### src/sv/lru_pkg.sv
package lru_pkg;

  // Number of key-value entries held in the store.
  localparam int MAX_ENTRIES = 16;

  // Widths of entry indexes, recency ranks and the occupancy count.
  localparam int IDX_W  = $clog2(MAX_ENTRIES);
  localparam int RANK_W = $clog2(MAX_ENTRIES);
  localparam int OCC_W  = $clog2(MAX_ENTRIES + 1);

  // Capacity register width and the width used to compare it with occupancy.
  localparam int CAP_W = 5;
  localparam int CMP_W = (CAP_W > OCC_W) ? CAP_W : OCC_W;

  // Capacity register value after reset.
  localparam logic [CAP_W-1:0] CAP_RESET = 5'd16;

  // Operation codes carried on func.
  localparam logic FUNC_GET = 1'b0;
  localparam logic FUNC_PUT = 1'b1;

  typedef logic signed [31:0]   key_t;
  typedef logic signed [31:0]   value_t;
  typedef logic [RANK_W-1:0]    rank_t;
  typedef logic [MAX_ENTRIES-1:0] entry_mask_t;

endpackage

### src/sv/lru_key_value_cache_core.sv
// Fully associative key-value cache with least-recently-used replacement.
// Raise start for one cycle with func (get or put), lookup_key and
// write_value; busy never rises, so a new beat may be sent every cycle.
// The beat is registered, all entries are compared and updated in the
// following cycle, and the result is registered and shown for exactly
// one cycle with done high. The receiver cannot stall it, so it
// must take found and read_value whenever done is high. read_value is zero
// on a get miss and on every put. The throughput of one beat per cycle is
// set by the combinational parallel key compare and rank update over all
// entries. capacity_limit may be written only while no beat is in flight;
// zero acts as one and values above the entry count act as the entry count.
module lru_key_value_cache_core
  import lru_pkg::*;
(
  input  logic             clk,
  input  logic             rst,
  input  logic             start,
  output logic             busy,
  input  logic             func,
  input  key_t             lookup_key,
  input  value_t           write_value,
  input  logic             capacity_limit_valid,
  output logic             capacity_limit_ready,
  input  logic [CAP_W-1:0] capacity_limit,
  output logic             done,
  output logic             found,
  output value_t           read_value
);

  // Request register.
  logic   req_valid;
  logic   req_func;
  key_t   req_key;
  value_t req_value;

  // Entry storage and bookkeeping.
  entry_mask_t       entry_valid;
  key_t              entry_key   [MAX_ENTRIES];
  value_t            entry_value [MAX_ENTRIES];
  rank_t             recency_rank[MAX_ENTRIES];
  logic [OCC_W-1:0]  occupancy;
  logic [CAP_W-1:0]  cap_limit;

  // Next-state values.
  entry_mask_t       entry_valid_next;
  rank_t             rank_next[MAX_ENTRIES];
  logic [OCC_W-1:0]  occupancy_next;

  // Lookup and replacement signals.
  entry_mask_t       match;
  entry_mask_t       victim;
  entry_mask_t       kept;
  entry_mask_t       free_onehot;
  logic              hit;
  value_t            hit_value;
  rank_t             hit_rank;
  rank_t             oldest_rank;
  logic [CMP_W-1:0]  cap_ext;
  logic [CMP_W-1:0]  eff_cap;
  logic              evict_needed;
  logic              put_miss;

  // The block never stalls and takes configuration at any time.
  assign busy                 = 1'b0;
  assign capacity_limit_ready = 1'b1;

  // Capacity register.
  always_ff @(posedge clk) begin
    if (rst) begin
      cap_limit <= CAP_RESET;
    end else if (capacity_limit_valid && capacity_limit_ready) begin
      cap_limit <= capacity_limit;
    end
  end

  // Register each accepted beat.
  always_ff @(posedge clk) begin
    if (rst) begin
      req_valid <= 1'b0;
    end else begin
      req_valid <= start && !busy;
    end
  end

  always_ff @(posedge clk) begin
    if (start && !busy) begin
      req_func  <= func;
      req_key   <= lookup_key;
      req_value <= write_value;
    end
  end

  // Parallel key compare and selection of the hit entry's value and rank.
  always_comb begin
    hit_value = '0;
    hit_rank  = '0;
    for (int i = 0; i < MAX_ENTRIES; i++) begin
      match[i] = entry_valid[i] && (entry_key[i] == req_key);
      if (match[i]) begin
        hit_value = hit_value | entry_value[i];
        hit_rank  = hit_rank | recency_rank[i];
      end
    end
  end

  assign hit = |match;

  // Effective capacity: zero behaves as one, large values saturate.
  assign cap_ext = CMP_W'(cap_limit);

  always_comb begin
    if (cap_ext == '0) begin
      eff_cap = CMP_W'(1);
    end else if (cap_ext > CMP_W'(MAX_ENTRIES)) begin
      eff_cap = CMP_W'(MAX_ENTRIES);
    end else begin
      eff_cap = cap_ext;
    end
  end

  assign put_miss     = req_valid && (req_func == FUNC_PUT) && !hit;
  assign evict_needed = CMP_W'(occupancy) >= eff_cap;

  // The least recent valid entry holds rank occupancy - 1.
  assign oldest_rank = RANK_W'(occupancy - OCC_W'(1));

  always_comb begin
    for (int i = 0; i < MAX_ENTRIES; i++) begin
      victim[i] = evict_needed && entry_valid[i] && (recency_rank[i] == oldest_rank);
    end
  end

  // Lowest free entry after any eviction, found as the lowest zero bit.
  assign kept        = entry_valid & ~victim;
  assign free_onehot = ~kept & (kept + entry_mask_t'(1));

  // Rank and valid updates for touch and insert.
  always_comb begin
    entry_valid_next = entry_valid;
    occupancy_next   = occupancy;
    for (int i = 0; i < MAX_ENTRIES; i++) begin
      rank_next[i] = recency_rank[i];
    end
    if (req_valid && hit) begin
      for (int i = 0; i < MAX_ENTRIES; i++) begin
        if (match[i]) begin
          rank_next[i] = '0;
        end else if (entry_valid[i] && (recency_rank[i] < hit_rank)) begin
          rank_next[i] = recency_rank[i] + rank_t'(1);
        end
      end
    end else if (put_miss) begin
      entry_valid_next = kept | free_onehot;
      if (!evict_needed) begin
        occupancy_next = occupancy + OCC_W'(1);
      end
      for (int i = 0; i < MAX_ENTRIES; i++) begin
        if (free_onehot[i]) begin
          rank_next[i] = '0;
        end else if (kept[i]) begin
          rank_next[i] = recency_rank[i] + rank_t'(1);
        end
      end
    end
  end

  // Control state of the entries.
  always_ff @(posedge clk) begin
    if (rst) begin
      entry_valid <= '0;
      occupancy   <= '0;
    end else begin
      entry_valid <= entry_valid_next;
      occupancy   <= occupancy_next;
    end
  end

  // Entry payload: keys, values and ranks.
  always_ff @(posedge clk) begin
    for (int i = 0; i < MAX_ENTRIES; i++) begin
      recency_rank[i] <= rank_next[i];
      if (req_valid && (req_func == FUNC_PUT) && match[i]) begin
        entry_value[i] <= req_value;
      end
      if (put_miss && free_onehot[i]) begin
        entry_key[i]   <= req_key;
        entry_value[i] <= req_value;
      end
    end
  end

  // Result register.
  always_ff @(posedge clk) begin
    if (rst) begin
      done <= 1'b0;
    end else begin
      done <= req_valid;
    end
  end

  always_ff @(posedge clk) begin
    if (req_valid) begin
      found      <= hit;
      read_value <= (req_func == FUNC_GET && hit) ? hit_value : '0;
    end
  end

  // A registered beat always produces a result in the next cycle.
  assert property (@(posedge clk) disable iff (rst) req_valid |=> done)
    else $error("registered beat did not produce a result");

  // Valid keys are distinct, so at most one entry can match.
  assert property (@(posedge clk) disable iff (rst) $onehot0(match))
    else $error("more than one entry matched the key");

  // The occupancy count tracks the number of valid entries.
  assert property (@(posedge clk) disable iff (rst)
    $countones(entry_valid) == int'(occupancy))
    else $error("occupancy does not match the valid entries");

  // A put that misses always finds a free entry.
  assert property (@(posedge clk) disable iff (rst) put_miss |-> $onehot(free_onehot))
    else $error("put miss found no free entry");

  // Eviction removes exactly one entry.
  assert property (@(posedge clk) disable iff (rst)
    (put_miss && evict_needed) |-> $onehot(victim))
    else $error("eviction did not select exactly one victim");

endmodule
### config.mk
export PLATFORM = sky130hd
export DESIGN_NAME = lru_key_value_cache_core
export DESIGN_NICKNAME = d
export VERILOG_FILES = /design/src/sv/lru_pkg.sv /design/src/sv/lru_key_value_cache_core.sv
export SDC_FILE = /design/constraint.sdc
export NUM_CORES = 2
export LEC_CHECK = 0
export BUFFER_PORTS_ARGS = -buffer_cell sky130_fd_sc_hd__buf_2
export CAP_MARGIN = 20
export CORE_MARGIN = 4
export CORE_UTILIZATION = 62
export DETAILED_ROUTE_END_ITERATION = 8
export PLACE_DENSITY = 0.79
export RECOVER_POWER = 25
export SLEW_MARGIN = 25
export SYNTH_ARGS = -nofsm -noshare
export SYNTH_HDL_FRONTEND = slang
export SYNTH_SLANG_ARGS = --single-unit
### constraint.sdc
create_clock -name clk -period 8.5 [get_ports clk]
set_input_delay 0.425 -clock clk [delete_from_list [all_inputs] [get_ports clk]]
set_output_delay 0.425 -clock clk [all_outputs]
set_load 0.03 [all_outputs]
==> impl_metrics.tcl <==
set metrics [dict create \
    hold_buffers 69 \
    gp_congestion 0.966 \
    synthFlopType "edfxtp_1" \
    die_area_um2 88400 \
    max_freq_ghz 0.150 \
    nets 3746 \
    ys.warnings.count 0 \
    grt_first_pass_wirelength_mm 220 \
    vias 33300 \
    power_density_nw_per_um2 213 \
    postSynthCellCount 3350 \
    crit_chain "clkbuf_1 > buf_4 > xnor2_1 > nand4_1 > or4_1 > nor4_2 > buf_4 > buf_4 > or4_1 > nor4_4 > buf_4 > nand2_2 > buf_4 > o22ai_4 > buf_4" \
    portBuffers 107 \
    drc 0 \
    finalPower_uw 12500 \
    cts_tree "yes" \
    cp.depth 15 \
    rsz0062_at_grt "no" \
    reg2reg_to "entry_value[0][155]" \
    area_growth_pct 12.6 \
    seq_area_frac_synth_pct 69.7 \
    crit_path_end "entry_value[0][155]" \
    diodes 0 \
    reg2reg_slack_ns 1.82 \
    dp_hpwl_mm 88.4 \
    clockRootBuffer "clkbuf_16" \
    path_delay_family "buffers and inverters" \
    gr-total-overflow 0 \
    worst_pin_slew_ns 2.25 \
    reg2reg_from "req_key[27]" \
    route.antenna.remaining_nets 0 \
    muxShareOfSynthArea_pct 0.162 \
    synth_xor_area_share_pct 10.9 \
    startpoint "req_key[27]" \
    die_w_um 297 \
    cts-buffers-inserted 116 \
    drive_gt1_share_pct 11.6 \
    cts_resized 0 \
    worst-path-buf-inv 7 \
    grt_start_max_net_pins 47 \
    insertion_delay_ns 0.72 \
    antenna_found_initial 2 \
    ys_seq_elements 1214 \
    yosysUniqueCellTypes 73 \
    finalInstanceArea_um2 58500 \
    async_flop_share_pct 0 \
    maxCapViolCount 6 \
    status "complete, but fails checks" \
    crit_top_cell "buf_4" \
    startpoint_type "register" \
    synth-simple-area-share_pct 7.50 \
    htreeDepth 3 \
    syn_area_um2 51900 \
    clkTransAtPathRegs_ns 0.06 \
    syn-num-nets 3495 \
    hp-class "input port to register" \
    post_cts_buffers 0 \
    cp_slowest_cell "clkbuf_1" \
    fin_crit_ns 6.68 \
    grt_pass1_vias 33300 \
    ios 110 \
    cts_sinks 1214 \
    drtPass1Iterations 8 \
    synth_adder_area_share_pct 1.71 \
    post-route-period-util_pct 78.6 \
    coreArea_um2 82500 \
    start_util_pct 62.9 \
    crit_type "register to register" \
    synth_top_family_by_area "XOR/XNOR gates" \
    violations "capacitance limit, slew limit" \
    grt_use_total_pct 33.7 \
    setup_viol 0 \
    clockBufferDepth 3 \
    critPathMaxStageDelay_ns 1.30 \
    reg2regPathDepth 15 \
    placement.cell_area_um2 54100 \
    finalSetupTns_ns 0 \
    wl_per_cell_um 31.7 \
    drt_iter0_markers 4793 \
    ir_drop_v 0.000265 \
    hold_violations 0 \
    row_count 105 \
    cp.arrival_ns 7.04 \
    relSlewSlack_pct -49.9 \
    critPathMaxFanout 32 \
    viasPerCell 6.98 \
    skew_ns 0.0525 \
    synth-edff-count 1186 \
    cp-end-kind "register" \
    synth_compound_area_share_pct 7.94 \
    postSynthAreaPerCell_um2 15.5 \
    cp.required_ns 8.86 \
    leakagePower_uw 0.0182 \
    routed_wl_mm 151 \
    finalMaxSlewViolations 134 \
    die_h_um 297 \
]
==> layout by cell type, fill, tap and decap left out, types with 70 or more instances in the layout <==
cell	count
nand4_1	238
edfxtp_1	1186
xor2_1	84
a221oi_1	134
nand2_1	88
nor2_1	96
xnor2_1	520
buf_4	114
buf_2	89
ha_1	70
nand3_1	85
a22o_1	137
clkbuf_16	117
==> worst register-to-register path: stages, from the launching register on <==
cell and delay, ns:
edfxtp_1 0.33, clkbuf_1 1.30, buf_4 0.53, xnor2_1 0.20, nand4_1 0.15, or4_1 0.53
nor4_2 0.28, buf_4 0.27, buf_4 0.52, or4_1 0.33, nor4_4 0.05, buf_4 0.24
nand2_2 0.58, buf_4 0.45, o22ai_4 0.13, buf_4 0.38
==> layout make-up <==
cell class | count | area (um2)
clock buffers | 145 | 3060
clock inverters | 74 | 619
fillers | 5043 | 24100
inverters | 46 | 173
multi-input cells | 1925 | 15000
flip-flops and latches | 1214 | 36200
well taps | 1070 | 1340
repair buffers | 298 | 2120
==> layer usage <==
layer	up-vias	track usage [%]	wire length, um
li1	13700	-	-
met1	16400	43.9	52700
met2	2600	54.5	71100
met3	559	7.16	18400
met4	4	16.6	8860
met5	-	0	23
==> worst min-delay path by stage <==
stage	startpoint	to	slack, ns	depth (start not counted)
5_1_grt	capacity_limit_valid	cap_ext[4]	0.07	2
4_1_cts	capacity_limit_valid	cap_ext[4]	0.01	2
6_report	capacity_limit_valid	cap_ext[4]	0.05	2
2_1_floorplan	cap_ext[0]	cap_ext[0]	0.46	2
3_5_place_dp	req_key[14]	entry_key[1][142]	0.46	0
3_3_place_gp	req_key[14]	entry_key[1][142]	0.43	0
==> metrics by stage <==
stage	util, %	hold slack, ns	cells	worst slack [ns]
2_1_floorplan	-	0.461	3350	2.05
3_3_place_gp	65.5	0.432	4483	2.50
3_5_place_dp	65.6	0.455	4484	2.81
4_1_cts	70.9	0.0142	4772	2.73
5_1_grt	70.8	0.0651	4772	1.71
6_report	70.8	0.0453	4772	1.82
==> synthesized netlist by cell type (12+ instances only) <==
library cell	number	area, um2
edfxtp_1	1186	35600
xnor2_1	521	4560
nand4_1	238	1490
a22o_1	137	1200
a221oi_1	134	1170
nor2_1	111	417
nand2_1	90	338
nand3_1	85	425
xor2_1	84	736
clkbuf_1	75	282
ha_1	71	888
inv_1	45	169
o21ai_0	45	225
buf_4	44	330
nor4_1	43	269
nor3_1	36	180
a41oi_1	33	289
dfxtp_1	28	561
a21oi_1	27	135
o21a_1	27	203
or4_1	27	203
buf_2	22	110
a211oi_1	18	135
and3_1	15	93.8
a31oi_1	14	87.6
buf_6	14	158
o22ai_1	13	81.3
a22oi_1	12	90.1
==> flip-flops by register name, summed over array words and instances, names as in the netlist <==
register      count
req_value        32
recency_rank     64
req_func          1
done              1
entry_valid      16
entry_key       512
found             1
req_valid         1
occupancy         5
req_key          32
cap_ext           5
read_value       32
entry_value     512
==> power breakdown <==
group          total (uW)  internal (uW)  switching (uW)
Sequential           6770           6660             105
Combinational         713            235             478
Clock                4990           2750            2250
Total               12500           9650            2830
==> cells by family after synthesis <==
logic type                 after synthesis
AOI/OAI and AO/OA                      524
xor gates and xnor gates               620
adders and majority gates               71
buffers and inverters                  211
DFF                                   1214
muxes                                    8
other                                    2
and+or+nand+nor                        700
(Power assumes the default switching activity.)
